File: config.mk
export PLATFORM = sky130hd
export DESIGN_NAME = four_digit_seven_segment_scan_unit
export DESIGN_NICKNAME = d
export VERILOG_FILES = /design/src/design/fdss_pkg.sv /design/src/design/fdss_front.sv /design/src/design/fdss_fifo.sv /design/src/design/fdss_back.sv /design/src/design/four_digit_seven_segment_scan_unit.sv
export SDC_FILE = /design/constraint.sdc
export NUM_CORES = 1
export LEC_CHECK = 0
export ABC_AREA = 1
export BUFFER_PORTS_ARGS = -buffer_cell sky130_fd_sc_hd__buf_2
export CORE_MARGIN = 2
export CORE_UTILIZATION = 50
export DETAILED_ROUTE_END_ITERATION = 10
export GPL_ROUTABILITY_DRIVEN = 0
export GPL_TIMING_DRIVEN = 0
export PLACE_DENSITY = 0.78
export SLEW_MARGIN = 20
export SYNTH_ARGS = -nofsm -noshare
export SYNTH_HDL_FRONTEND = slang
export SYNTH_SLANG_ARGS = --single-unit
File: constraint.sdc
create_clock -name clk -period 6.4 [get_ports clk]
set_input_delay 0.64 -clock clk [delete_from_list [all_inputs] [get_ports clk]]
set_output_delay 0.64 -clock clk [all_outputs]
set_load 0.02 [all_outputs]
File: src/design/fdss_pkg.sv
`timescale 1ns / 1ps
package fdss_pkg;

  localparam int NUM_W    = 14;
  localparam int DIGIT_W  = 4;
  localparam int SEG_W    = 7;
  localparam int SEL_W    = 4;
  localparam int S_DATA_W = 16;
  localparam int M_DATA_W = 16;

  localparam logic [NUM_W-1:0] MAX_NUMBER = 14'd9999;

  // reciprocal constants: floor(x * K >> S) equals x / D over the value range in use
  localparam logic [13:0] RECIP_1000 = 14'd8389;
  localparam int          SHIFT_1000 = 23;
  localparam logic [12:0] RECIP_100  = 13'd5243;
  localparam int          SHIFT_100  = 19;
  localparam logic [7:0]  RECIP_10   = 8'd205;
  localparam int          SHIFT_10   = 11;

  // one-hot digit selects
  localparam logic [SEL_W-1:0] SEL_ONES      = 4'd1;
  localparam logic [SEL_W-1:0] SEL_HUNDREDS  = 4'd2;
  localparam logic [SEL_W-1:0] SEL_TENS      = 4'd4;
  localparam logic [SEL_W-1:0] SEL_THOUSANDS = 4'd8;

  // frame slots in scan order
  localparam logic [1:0] FRAME_ONES      = 2'd0;
  localparam logic [1:0] FRAME_HUNDREDS  = 2'd1;
  localparam logic [1:0] FRAME_TENS      = 2'd2;
  localparam logic [1:0] FRAME_THOUSANDS = 2'd3;

  localparam int Q_DEPTH = 2;
  localparam int Q_PTR_W = $clog2(Q_DEPTH);
  localparam int Q_CNT_W = $clog2(Q_DEPTH + 1);

  typedef struct packed {
    logic [DIGIT_W-1:0] th;
    logic [DIGIT_W-1:0] hu;
    logic [DIGIT_W-1:0] te;
    logic [DIGIT_W-1:0] on;
  } digits_t;

  typedef struct packed {
    logic full;
    logic not_empty;
  } q_status_t;

  // bit0 segment a .. bit6 segment g
  function automatic logic [SEG_W-1:0] seg_of(input logic [DIGIT_W-1:0] d);
    logic [SEG_W-1:0] s;
    case (d)
      4'd0: s = 7'h3f;
      4'd1: s = 7'h06;
      4'd2: s = 7'h5b;
      4'd3: s = 7'h4f;
      4'd4: s = 7'h66;
      4'd5: s = 7'h6d;
      4'd6: s = 7'h7d;
      4'd7: s = 7'h07;
      4'd8: s = 7'h7f;
      4'd9: s = 7'h6f;
      default: s = '0;
    endcase
    return s;
  endfunction

endpackage

File: src/design/fdss_front.sv
`timescale 1ns / 1ps
module fdss_front (
  input  logic                            clk,
  input  logic                            rst,
  input  logic                            in_valid,
  output logic                            in_ready,
  input  logic [fdss_pkg::NUM_W-1:0]      in_number,
  input  fdss_pkg::q_status_t             q_stat,
  output logic                            push,
  output fdss_pkg::digits_t               push_data
);
  import fdss_pkg::*;

  logic [6:1] v;
  logic       en;

  // stage payloads
  logic [NUM_W-1:0]   n1;
  logic [27:0]        p1;
  logic [DIGIT_W-1:0] th2, th3, th4, th5, th6;
  logic [9:0]         r1_2, r1_3;
  logic [22:0]        p2;
  logic [DIGIT_W-1:0] hu4, hu5, hu6;
  logic [6:0]         r2_4, r2_5;
  logic [14:0]        p3;
  logic [DIGIT_W-1:0] te6, on6;

  logic [NUM_W-1:0]   nsat;
  logic [DIGIT_W-1:0] th_c, hu_c, te_c;
  logic [NUM_W-1:0]   r1_c;
  logic [9:0]         r2_c;
  logic [6:0]         on_c;

  assign en       = !v[6] || !q_stat.full;
  assign in_ready = en;
  assign push     = v[6] && !q_stat.full;
  assign push_data = '{th: th6, hu: hu6, te: te6, on: on6};

  always_comb begin
    nsat = (in_number > MAX_NUMBER) ? MAX_NUMBER : in_number;
    th_c = p1[SHIFT_1000 +: DIGIT_W];
    r1_c = n1 - NUM_W'(th_c) * NUM_W'(1000);
    hu_c = p2[SHIFT_100 +: DIGIT_W];
    r2_c = r1_3 - 10'(hu_c) * 10'd100;
    te_c = p3[SHIFT_10 +: DIGIT_W];
    on_c = r2_5 - 7'(te_c) * 7'd10;
  end

  always_ff @(posedge clk) begin
    if (rst) begin
      v <= '0;
    end else if (en) begin
      v <= {v[5:1], in_valid};
    end
  end

  always_ff @(posedge clk) begin
    if (en) begin
      n1   <= nsat;
      p1   <= 28'(nsat) * 28'(RECIP_1000);
      th2  <= th_c;
      r1_2 <= r1_c[9:0];
      th3  <= th2;
      r1_3 <= r1_2;
      p2   <= 23'(r1_2) * 23'(RECIP_100);
      th4  <= th3;
      hu4  <= hu_c;
      r2_4 <= r2_c[6:0];
      th5  <= th4;
      hu5  <= hu4;
      r2_5 <= r2_4;
      p3   <= 15'(r2_4) * 15'(RECIP_10);
      th6  <= th5;
      hu6  <= hu5;
      te6  <= te_c;
      on6  <= 4'(on_c);
    end
  end

endmodule

File: src/design/fdss_fifo.sv
`timescale 1ns / 1ps
module fdss_fifo (
  input  logic                clk,
  input  logic                rst,
  input  logic                push,
  input  fdss_pkg::digits_t   push_data,
  input  logic                pop,
  output fdss_pkg::q_status_t q_stat,
  output fdss_pkg::digits_t   head
);
  import fdss_pkg::*;

  digits_t              mem [Q_DEPTH];
  logic [Q_PTR_W-1:0]   wr_ptr;
  logic [Q_PTR_W-1:0]   rd_ptr;
  logic [Q_CNT_W-1:0]   cnt;

  assign q_stat.full      = (cnt == Q_CNT_W'(Q_DEPTH));
  assign q_stat.not_empty = (cnt != '0);
  assign head             = mem[rd_ptr];

  always_ff @(posedge clk) begin
    if (rst) begin
      wr_ptr <= '0;
      rd_ptr <= '0;
      cnt    <= '0;
    end else begin
      if (push) begin
        wr_ptr <= (wr_ptr == Q_PTR_W'(Q_DEPTH - 1)) ? '0 : wr_ptr + 1'b1;
      end
      if (pop) begin
        rd_ptr <= (rd_ptr == Q_PTR_W'(Q_DEPTH - 1)) ? '0 : rd_ptr + 1'b1;
      end
      if (push && !pop) begin
        cnt <= cnt + 1'b1;
      end else if (pop && !push) begin
        cnt <= cnt - 1'b1;
      end
    end
  end

  always_ff @(posedge clk) begin
    if (push) begin
      mem[wr_ptr] <= push_data;
    end
  end

endmodule

File: src/design/fdss_back.sv
`timescale 1ns / 1ps
module fdss_back (
  input  logic                          clk,
  input  logic                          rst,
  input  fdss_pkg::q_status_t           q_stat,
  input  fdss_pkg::digits_t             head,
  output logic                          pop,
  output logic                          out_valid,
  input  logic                          out_ready,
  output logic [fdss_pkg::SEL_W-1:0]    out_sel,
  output logic [fdss_pkg::SEG_W-1:0]    out_seg,
  output logic                          out_last
);
  import fdss_pkg::*;

  logic [1:0]       idx;
  logic             ld;
  logic             blank_th, blank_hu, blank_te;
  logic [SEL_W-1:0] sel_c;
  logic [SEG_W-1:0] seg_c;
  logic             last_c;

  assign ld  = q_stat.not_empty && (!out_valid || out_ready);
  assign pop = ld && (idx == FRAME_THOUSANDS);

  // leading zero blanking, ones never blank
  assign blank_th = (head.th == '0);
  assign blank_hu = blank_th && (head.hu == '0);
  assign blank_te = blank_hu && (head.te == '0);

  always_comb begin
    sel_c  = SEL_ONES;
    seg_c  = seg_of(head.on);
    last_c = 1'b0;
    case (idx)
      FRAME_ONES: begin
        sel_c = SEL_ONES;
        seg_c = seg_of(head.on);
      end
      FRAME_HUNDREDS: begin
        sel_c = SEL_HUNDREDS;
        seg_c = blank_hu ? '0 : seg_of(head.hu);
      end
      FRAME_TENS: begin
        sel_c = SEL_TENS;
        seg_c = blank_te ? '0 : seg_of(head.te);
      end
      FRAME_THOUSANDS: begin
        sel_c  = SEL_THOUSANDS;
        seg_c  = blank_th ? '0 : seg_of(head.th);
        last_c = 1'b1;
      end
      default: begin
        sel_c = SEL_ONES;
      end
    endcase
  end

  always_ff @(posedge clk) begin
    if (rst) begin
      idx       <= FRAME_ONES;
      out_valid <= 1'b0;
    end else begin
      if (ld) begin
        idx       <= idx + 1'b1;
        out_valid <= 1'b1;
      end else if (out_ready) begin
        out_valid <= 1'b0;
      end
    end
  end

  always_ff @(posedge clk) begin
    if (ld) begin
      out_sel  <= sel_c;
      out_seg  <= seg_c;
      out_last <= last_c;
    end
  end

endmodule

File: src/design/four_digit_seven_segment_scan_unit.sv
`timescale 1ns / 1ps
// four-digit seven-segment scan unit
// input stream: s_tdata[13:0] carries a number, values above 9999 show as 9999.
// output stream: four frames per number in the order ones, hundreds, tens,
//   thousands; each frame is a one-hot digit select and a segment pattern
//   (bit0 a .. bit6 g), the pattern zero where a leading zero is blanked.
//   m_tlast marks the thousands frame, the end of a scan pass.
// path: a number accepted on the input passes the six-stage digit split, the
//   queue write and the output register before its first frame shows on m_tvalid.
// throughput: one frame per cycle while the queue holds a number and m_tready
//   is high; each number puts four frames on the single output stream. the
//   split pipeline takes a new number every cycle while the queue has room,
//   so a short burst is absorbed before s_tready drops.
// stall: when m_tready is low the current frame holds on the port; the queue
//   fills, then the split pipeline stops and s_tready goes low.
// reset: rst (synchronous, active high) empties the pipeline and queue and
//   restarts the frame order at the ones digit; no frame is pending after it.
module four_digit_seven_segment_scan_unit (
  input  logic        clk,
  input  logic        rst,
  input  logic        s_tvalid,
  output logic        s_tready,
  input  logic [15:0] s_tdata,   // [13:0] number, [15:14] zero
  output logic        m_tvalid,
  input  logic        m_tready,
  output logic [15:0] m_tdata,   // [3:0] digit_select, [10:4] segments, [15:11] zero
  output logic        m_tlast
);
  import fdss_pkg::*;

  // front to queue
  logic       push;
  digits_t    push_data;
  // queue to back
  q_status_t  q_stat;
  digits_t    head;
  logic       pop;

  logic [SEL_W-1:0] out_sel;
  logic [SEG_W-1:0] out_seg;

  // saturation and digit split
  fdss_front u_front (
    .clk       (clk),
    .rst       (rst),
    .in_valid  (s_tvalid),
    .in_ready  (s_tready),
    .in_number (s_tdata[NUM_W-1:0]),
    .q_stat    (q_stat),
    .push      (push),
    .push_data (push_data)
  );

  // short queue of split numbers, decouples split from frame output
  fdss_fifo u_fifo (
    .clk       (clk),
    .rst       (rst),
    .push      (push),
    .push_data (push_data),
    .pop       (pop),
    .q_stat    (q_stat),
    .head      (head)
  );

  // blanking, segment lookup and frame sequencing
  fdss_back u_back (
    .clk       (clk),
    .rst       (rst),
    .q_stat    (q_stat),
    .head      (head),
    .pop       (pop),
    .out_valid (m_tvalid),
    .out_ready (m_tready),
    .out_sel   (out_sel),
    .out_seg   (out_seg),
    .out_last  (m_tlast)
  );

  assign m_tdata = {(M_DATA_W - SEL_W - SEG_W)'(0), out_seg, out_sel};

endmodule

# Word level (Yosys, flattened, before mapping)
# Memories as Yosys holds them, arrays and structs flattened. A register that Yosys moved wholly into a read port is not among the register bits.
# Cells that the tools add are included.
dict set report word_totals {
  elab_cells 89
  register_bits 168
  rom_bits 448
  ram_bits 32
  memories 5
}
dict set report op_classes {
  eq_ne 4
  mux 17
  n_reduce_logical 21
  n_lt_le_gt_ge 1
  add_sub_neg 8
  mul 6
}
# name words width read_ports rd_ports_with_merged_regs wr line_no
set memory_table {}
lappend memory_table {{(name not given)} 16 7 1 0 0 fdss_pkg.sv:52} ;# case (d)
lappend memory_table {{(name not given)} 16 7 1 0 0 fdss_pkg.sv:52}
lappend memory_table {{(name not given)} 16 7 1 0 0 fdss_pkg.sv:52}
lappend memory_table {{(name not given)} 16 7 1 0 0 fdss_pkg.sv:52}
lappend memory_table {u_fifo.mem 2 16 1 1 1 fdss_fifo.sv:13} ;# digits_t mem [Q_DEPTH];
# cell count
set ops {}
lappend ops {{case mux 7 bit (4 select lines)} 1}
lappend ops {{multiplier 14 x 14 -> 27 bit (second input constant)} 1}
lappend ops {{multiplier 10 x 13 -> 23 bit (second input constant)} 1}
lappend ops {{2-to-1 mux 7 bit} 3}
lappend ops {{case mux 4 bit (4 select lines)} 1}
lappend ops {{multiplier 7 x 8 -> 15 bit (second input constant)} 1}
lappend ops {{greater-than comparator 14 bit (second input constant)} 1}
lappend ops {{2-to-1 mux 14 bit} 1}
lappend ops {{zero test 4 bit} 3}
lappend ops {{subtractor 10 bit} 1}
lappend ops {{2-to-1 mux 1 bit} 9}
lappend ops {{logical AND 1 bit} 7}
lappend ops {{multiplier 4 x 7 -> 7 bit (second input constant)} 1}
lappend ops {{subtractor 7 bit} 1}
lappend ops {{equality test 2 bit (second input constant)} 3}
lappend ops {{nonzero test 2 bit} 3}
lappend ops {{zero test 1 bit} 5}
lappend ops {{multiplier 4 x 5 -> 5 bit (second input constant)} 1}
lappend ops {{adder 2 x 1 -> 2 bit (second input constant)} 2}
lappend ops {{multiplier 4 x 3 -> 3 bit (second input constant)} 1}
lappend ops {{2-to-1 mux 2 bit} 2}
lappend ops {{subtractor 4 bit} 1}
lappend ops {{adder 1 bit (second input constant)} 2}
lappend ops {{equality test 2 x 1 -> 1 bit (second input constant)} 1}
lappend ops {{3 further kinds} 4}

# Logic depth before layout (Yosys ltp)
# Gate-level depths: netlist of the first run.
dict set report depth {
  ltp_word 7
  mapped_depth 28
  ltp_nobuf 27
}

# Modules after synthesis
# A second synthesis of the first run with hierarchy kept.
dict set report unflattened {
  cells_unflattened 1205
  area_unflattened_um2 12348.1
}
# module n_inst cells_each area_each_um2 seq_area_each_um2
set by_module_without_submodules {}
lappend by_module_without_submodules {fdss_front 1 910 9364.0 2822.7}
lappend by_module_without_submodules {fdss_back 1 206 1506.4 390.4}
lappend by_module_without_submodules {fdss_fifo 1 83 1436.4 1061.0}
lappend by_module_without_submodules {four_digit_seven_segment_scan_unit 1 6 41.3 0.0}

# Least setup slack after synthesis of the first run
# OpenSTA, ideal clock, no wires.
dict set report synth_timing {
  path_type {input -> register}
  startpoint {input port s_tdata[6]}
  endpoint {register u_front.p1[25] (data pin)}
  slack_ns 1.205
  path_stages 25
  setup_time_ns 0.253
  path_buffers 1
  arrival_ns 4.942
  t_required_ns 6.147
  cell_sequence {nor2_1 > nand2_1 > nand2_1 > nand2_1 > nand2_1 > inv_1 > buf_2 > or2_2 > ha_1 > ha_1 > ha_1 > ha_1 > fa_1 > inv_1 > fa_1 > inv_1 > ha_1 > a21o_1 > a21boi_0 > o21ai_0 > a21o_1 > a21oi_1 > nand2_1 > nand2_1 > nand2_1}
}
dict set report synth_via {
  elab_chain_cells 3
}
# element line_no
set synth_lines {}
lappend synth_lines {{start, declared} four_digit_seven_segment_scan_unit.sv:23} ;# input logic [15:0] s_tdata,
lappend synth_lines {{greater-than comparator 14 bit} fdss_front.sv:40} ;# nsat = (in_number > MAX_NUMBER) ? MAX_NUMBER : in_number;
lappend synth_lines {{2-to-1 mux 14 bit} fdss_front.sv:40}
lappend synth_lines {{via u_front.nsat[3]} fdss_front.sv:28} ;# logic [NUM_W-1:0] nsat;
lappend synth_lines {{multiplier 14 x 14 -> 27 bit} fdss_front.sv:60} ;# p1 <= 28'(nsat) * 28'(RECIP_1000);
lappend synth_lines {{end signal, assigned} fdss_front.sv:60}
lappend synth_lines {{end, declared} fdss_front.sv:19} ;# logic [27:0] p1;
# The timed path passes the listed nets, and every way through them passes these cells.
# A chain may end at the register's enable or synchronous reset.

# Final worst setup path of the first run
# Ends and elaborated chain as after synthesis.

==> results of run 1 <==
[worst max-delay path by stage]
stage                          start  slack, ns  cells after the start             end
final                     s_tdata[6]       0.89                     27  u_front.p1[25]
after global routing      s_tdata[6]       0.46                     27  u_front.p1[25]
after CTS                 s_tdata[6]       0.95                     27  u_front.p1[25]
after detailed placement  s_tdata[6]       0.53                     26  u_front.p1[25]
after global placement    s_tdata[6]       0.57                     26  u_front.p1[26]
after floorplan           s_tdata[6]       1.21                     25  u_front.p1[25]
[synthesized netlist by cell type (2+ instances only)]
master      n
o211ai_1    3
nor2_1     72
o21ai_4     2
nor2_2      4
edfxtp_1  133
nor4_1      7
o31ai_1     3
nor3_1      9
xnor2_1    16
nor3b_1     2
o21bai_1    2
nand3_1    37
a211oi_1    3
a31oi_1     6
dfxtp_1    14
clkbuf_1    3
ha_1      236
inv_2       7
fa_1       68
o21ai_1     5
o21a_1      4
inv_1     224
xor2_1     16
or2_2       7
or2_1       5
nand4_1    12
nand2_1   156
a21oi_1    74
buf_4       7
o21ai_0    37
o21ai_2     6
buf_6       2
a21o_1     10
[metal layers]
metal	share of wire (%)	up-vias	track usage, %
li1	-	4138	-
met1	43	3851	22.9
met5	0	-	0
met3	3.9	42	3.69
met2	50	164	32.3
met4	2.2	0	5.61
[cell families (layout without fill, tap and decap cells)]
group           after synthesis  count (layout)  synth area share (%)
flops                       147             147                  35.1
other cells                   1               5                0.0308
fa+ha+maj                   304             304                  35.5
simple gates                318             318                  11.4
xor+xnor                     32              32                  2.30
compound gates              160             160                  7.76
buf+inv                     245             309                  7.93
[layout by cell type (no fill, tap or decap), types with 4 or more instances in the layout]
master       n
nor4_1       7
xor2_1      16
a31oi_1      6
inv_2        7
dfxtp_1     14
inv_1      224
xnor2_1     16
o21a_1       4
edfxtp_1   133
nor2_2       6
nand2_1    156
a21o_1      10
ha_1       236
buf_4        7
o21ai_2      6
nand3_1     36
o21ai_1      5
clkbuf_1     4
inv_4        4
nor2_1      70
buf_2       32
fa_1        68
or2_1        5
conb_1       5
or2_2        7
nor3_1       9
o21ai_0     37
nand4_1     12
a21oi_1     73
clkbuf_16   18
[sequential cells by signal (all words and copies together), names as in the netlist, 3 cells and up, named ones only]
signal          flops
u_front.th6         4
u_front.th5         4
u_front.r1_2       10
u_front.on6         4
u_front.p2          5
u_front.th3         4
u_front.r2_4        7
u_front.hu4         4
u_front.th4         4
u_front.r1_3        6
u_front.hu5         4
u_front.hu6         4
u_front.v           6
u_front.te6         4
u_front.p3          6
u_back.out_sel      3
u_front.th2         4
u_back.out_seg      7
u_fifo.mem         32
u_front.p1          6
u_front.n1          8
[worst reg2reg max path, delay by kind of cell, from the launching register on]
family | cells | cell delay [ns]
buf+inv | 4 | 0.24
fa+ha+maj | 6 | 3.00
simple gates | 4 | 0.74
xor+xnor | 1 | 0.23
flops | 1 | 0.51
[area by class of cell]
type                            count  area [um^2]
Sequential cell                   147         4270
Tap cell                          324          405
Fill cell                        2034        10800
Clock buffer                       23          497
Clock inverter                      9         66.3
Timing Repair Buffer               32          183
Multi-Input combinational cell    819         6960
Inverter                          232          873
Buffer                             13         91.3
[metrics by stage]
step	worst slack [ns]	hold WS [ns]
global placement	0.574	0.401
global route	0.456	0.423
detailed placement	0.528	0.405
floorplan	1.21	0.400
CTS	0.948	0.416
finish	0.887	0.417
==> impl_metrics.py, run 1 <==
metrics = {
    "run_status": {
        "outcome": "complete, no violations",
    },
    "worst_setup_path": {
        "cp_slowest_cell": "fa_1",
        "worstSetupPathType": "in2reg",
        "worst_setup_path_start_kind": "input pin",
        "required_ns": 6.58,
        "crit_fanout": 8,
        "r2r_slack_ns": 1.51,
        "reg2regPathDepth": 15,
        "r2r_end": "u_front.p2[20]",
        "path_buf_inv": 5,
        "max_stage_delay_ns": 0.56,
        "rr_startpoint": "u_front.r1_2[7]",
        "cp.arrival_ns": 5.69,
        "critPathCaptureType": "register",
        "crit_top_cell": "nand2_1",
        "critPathTopFamily": "adder cells",
    },
    "logic_synthesis": {
        "yosysWarnings": 0,
        "syn_area_mm2": 0.0122,
        "synth_edf_count": 133,
        "async_reset_ff_share_pct": 0,
        "syn_inst": 1207,
        "yosys_most_used_dff": "edfxtp_1",
        "synth_top_area_cell": "edfxtp_1",
        "synth_top_area_share_pct": 32.8,
        "synthTopCellsByArea": "edfxtp_1 (33%), ha_1 (24%), fa_1 (11%)",
        "seq_area_frac_synth_pct": 35.1,
        "avgSynthCellArea_um2": 10.1,
        "synth_cell_types": 48,
        "ys_ff_latch": 147,
    },
    "clock_tree": {
        "h-tree-depth": 4,
        "cts-root-buf": "clkbuf_16",
        "hold_buffers": 0,
        "clk_pin_slew_ns": 0.06,
        "cts_buffer_depth": 2,
        "cts.sinks": 147,
        "clk_latency_ns": 0.43,
        "cts_tree": "done",
        "ctsResizeCount": 0,
        "cts_buffers": 17,
        "post_cts_buffers": 0,
    },
    "worst_hold_path": {
        "worstHoldEndpoint": "u_front.r2_4[1]",
        "worstHoldPathCells": 0,
        "hp-class": "reg2reg",
        "min_from": "u_front.r1_3[1]",
    },
    "drt": {
        "drtPass1Iterations": 5,
        "vias": 8195,
        "viasPerCell": 5.13,
        "drtAntennaViolNets": 0,
        "finalWirelength_um": 22000,
        "drc": 0,
        "wire_per_inst_um": 13.8,
        "drt_iter0_drc": 448,
    },
    "die": {
        "die_h_um": 160,
        "core_mm2": 0.0241,
        "dieArea_mm2": 0.0256,
        "start_util_pct": 50.5,
        "die_x_um": 160,
        "rows": 57,
        "num_io_pins": 39,
    },
    "layout": {
        "layout-drive-gt1-share_pct": 8.71,
        "fin_area_mm2": 0.0134,
        "n_antenna_cell": 0,
        "syn2layout_area_growth_pct": 9.76,
        "final_util_pct": 55.4,
        "layoutNonFillerInstCount": 1599,
        "nets": 1586,
    },
    "grt": {
        "antenna_found_initial": 0,
        "grt_max_degree": 52,
        "grt_overflow": 0,
        "grt_pass1_vias": 8383,
        "grt_pass1_wl_um": 38300,
        "track_usage_pct": 18.4,
    },
    "placed_design": {
        "place_area_mm2": 0.0128,
        "dpl.hpwl_um": 17600,
        "dpl.cell_count": 1567,
        "numPortBuffers": 31,
    },
    "timing": {
        "period_minus_slack_ns": 5.51,
        "finalClockSkew_ns": 0.0155,
        "rsz0062_at_grt": "no",
        "fmax_mhz": 181,
        "relSlewSlack_pct": 40.7,
        "setup_viol": 0,
        "hold_viol": 0,
        "tns_ns": 0,
        "worstMarginPinSlew_ns": 0.888,
        "fin_crit_sh_pct": 86.1,
        "drv_slew": 0,
    },
    "flow_run": {
        "cap_violations": 0,
    },
}
Power of run 1 is not shown: default switching activity piles up to over one toggle a cycle in this logic, so the estimate is an artifact.
==> run 2, diff against run 1 <==
--- a/config.mk
+++ b/config.mk
@@ -9,6 +9,7 @@
 export BUFFER_PORTS_ARGS = -buffer_cell sky130_fd_sc_hd__buf_2
 export CORE_MARGIN = 2
 export CORE_UTILIZATION = 50
+export CTS_BUF_LIST = sky130_fd_sc_hd__clkbuf_8
 export DETAILED_ROUTE_END_ITERATION = 10
 export GPL_ROUTABILITY_DRIVEN = 0
 export GPL_TIMING_DRIVEN = 0
==> run 2 against run 1 <==
  * Flip-flop and latch count unchanged
  * Clock-buffer cell count down 4
  * Sequential share of layout area up 0.47 points
  * Non-clock buffer count unchanged
  * Worst hold slack about the same
  * Final cell count unchanged
  * Clock skew down 0.0036 ns
  * Critical path depth unchanged
  * Wire length down 2.0%
  * Final area down 1.5%
  * Global-route usage down 0.39 points
  * Worst setup slack better by 0.037 ns
  * Critical endpoint unchanged
  * Largest cell class unchanged
  * Highest routed layer unchanged
==> impl_metrics.py, run 2 (synthesis gave the netlist of run 1 again) <==
metrics = {
    "run_status": {
        "outcome": "complete, no violations",
    },
    "worst_setup_path": {
        "crit_fanout": 8,
        "cp_slowest_cell": "fa_1",
        "r2r_slack_ns": 1.50,
        "max_stage_delay_ns": 0.56,
        "worst_setup_path_start_kind": "input pin",
        "worstSetupPathType": "in2reg",
        "critPathCaptureType": "register",
        "required_ns": 6.59,
        "cp.arrival_ns": 5.67,
        "path_buf_inv": 5,
        "critPathTopFamily": "adder cells",
        "crit_top_cell": "nand2_1",
    },
    "drt": {
        "drt_iter0_drc": 536,
        "drtPass1Iterations": 4,
        "viasPerCell": 5.09,
        "vias": 8137,
        "finalWirelength_um": 21600,
        "drtAntennaViolNets": 0,
        "wire_per_inst_um": 13.5,
        "drc": 0,
    },
    "worst_hold_path": {
        "hp-class": "reg2reg",
    },
    "grt": {
        "grt_max_degree": 52,
        "grt_overflow": 0,
        "grt_pass1_vias": 8278,
        "antenna_found_initial": 0,
        "grt_pass1_wl_um": 37700,
        "track_usage_pct": 18.0,
    },
    "timing": {
        "finalClockSkew_ns": 0.0119,
        "relSlewSlack_pct": 41.3,
        "period_minus_slack_ns": 5.48,
        "worstMarginPinSlew_ns": 0.880,
        "fin_crit_sh_pct": 85.6,
        "hold_viol": 0,
        "drv_slew": 0,
        "fmax_mhz": 183,
        "tns_ns": 0,
        "setup_viol": 0,
        "rsz0062_at_grt": "no",
    },
    "clock_tree": {
        "cts.sinks": 147,
        "ctsResizeCount": 0,
        "clk_pin_slew_ns": 0.08,
        "post_cts_buffers": 0,
        "cts_tree": "done",
        "cts_buffers": 17,
        "cts-root-buf": "clkbuf_8",
        "cts_buffer_depth": 2,
        "clk_latency_ns": 0.44,
        "h-tree-depth": 4,
        "hold_buffers": 0,
    },
    "layout": {
        "mostFrequentLayoutCell": "ha_1",
        "seq_area_mm2": 0.00427,
        "layout-drive-gt1-share_pct": 8.55,
        "final_cell_mix": "ha_1 (236), inv_1 (227), nand2_1 (156)",
        "top_regs": "u_fifo.mem x32, u_front.r1_2 x10, u_front.n1 x8",
        "largest_register": "u_fifo.mem",
        "largest_register_ffs": 32,
        "multi_input_area_mm2": 0.00696,
        "fill_cells": 2069,
        "n_antenna_cell": 0,
        "nets": 1586,
        "syn2layout_area_growth_pct": 8.17,
    },
    "die": {
        "start_util_pct": 50.5,
        "die_x_um": 160,
        "dieArea_mm2": 0.0256,
        "die_h_um": 160,
        "num_io_pins": 39,
        "rows": 57,
        "core_mm2": 0.0241,
    },
    "placed_design": {
        "numPortBuffers": 31,
        "dpl.hpwl_um": 17600,
    },
    "flow_run": {
        "cap_violations": 0,
    },
}
## run 2: cell types whose count changed in the layout (fill, tap and decap cells not counted)
cell and delta:
clkbuf_16 -18, clkbuf_4 -2, inv_1 +3, bufinv_16 +1
clkbuf_1 -1, clkbuf_8 +17
## run 2: through the flow
| step | util [%] | area (um^2) | setup WS (ns) | hold slack, ns | instances |
|---|---|---|---|---|---|
| finish | 54.6 | 13200 | 0.923 | 0.417 | 1599 |
| global route | 54.6 | 13200 | 0.518 | 0.419 | 1599 |
| CTS | 54.6 | 13200 | 1.01 | 0.405 | 1599 |
| detailed placement | 53.0 | 12800 | 0.528 | 0.405 | 1567 |
| global placement | 52.8 | 12700 | 0.574 | 0.401 | 1566 |
| floorplan | - | 12200 | 1.21 | 0.400 | 1211 |
## run 2: metal layers
metal / GRT usage (%) / vias to the layer above / share of wire, %
met5: 0 / - / 0
met4: 5.77 / 0 / 2.3
met3: 3.14 / 37 / 3.6
met2: 31.6 / 157 / 50
met1: 22.7 / 3807 / 44
li1: - / 4136 / -
## run 2: cell type report
cell class | instances | share of cell area [%]
multi-input cells | 819 | 52.9
inverters | 232 | 6.64
repair buffers | 32 | 1.39
well taps | 324 | 3.08
flip-flops and latches | 147 | 32.5
clock inverters | 13 | 0.818
plain buffers | 13 | 0.694
clock buffers | 19 | 1.99
## run 2: path summary, 6_finish.rpt
check | start | end | cells after the start
setup / recovery | s_tdata[6] | u_front.p1[25] | 27
setup reg to reg | u_front.r1_2[7] | u_front.p2[20] | 15
hold reg to reg | u_front.hu5[3] | u_front.hu6[3] | 0
hold / removal | u_front.hu5[3] | u_front.hu6[3] | 0
## run 2: worst reg2reg max path, stage by stage (launching register included)
cell and delay [ns]:
edfxtp_1 0.52, fa_1 0.62, inv_1 0.08, fa_1 0.51
inv_1 0.06, fa_1 0.50, fa_1 0.55, inv_1 0.06
fa_1 0.50, inv_1 0.04, ha_1 0.32, nand2_1 0.09
nor4_1 0.29, nand4_1 0.16, nand3_1 0.19, xor2_1 0.24
Power of run 2 is left out for the same reason.
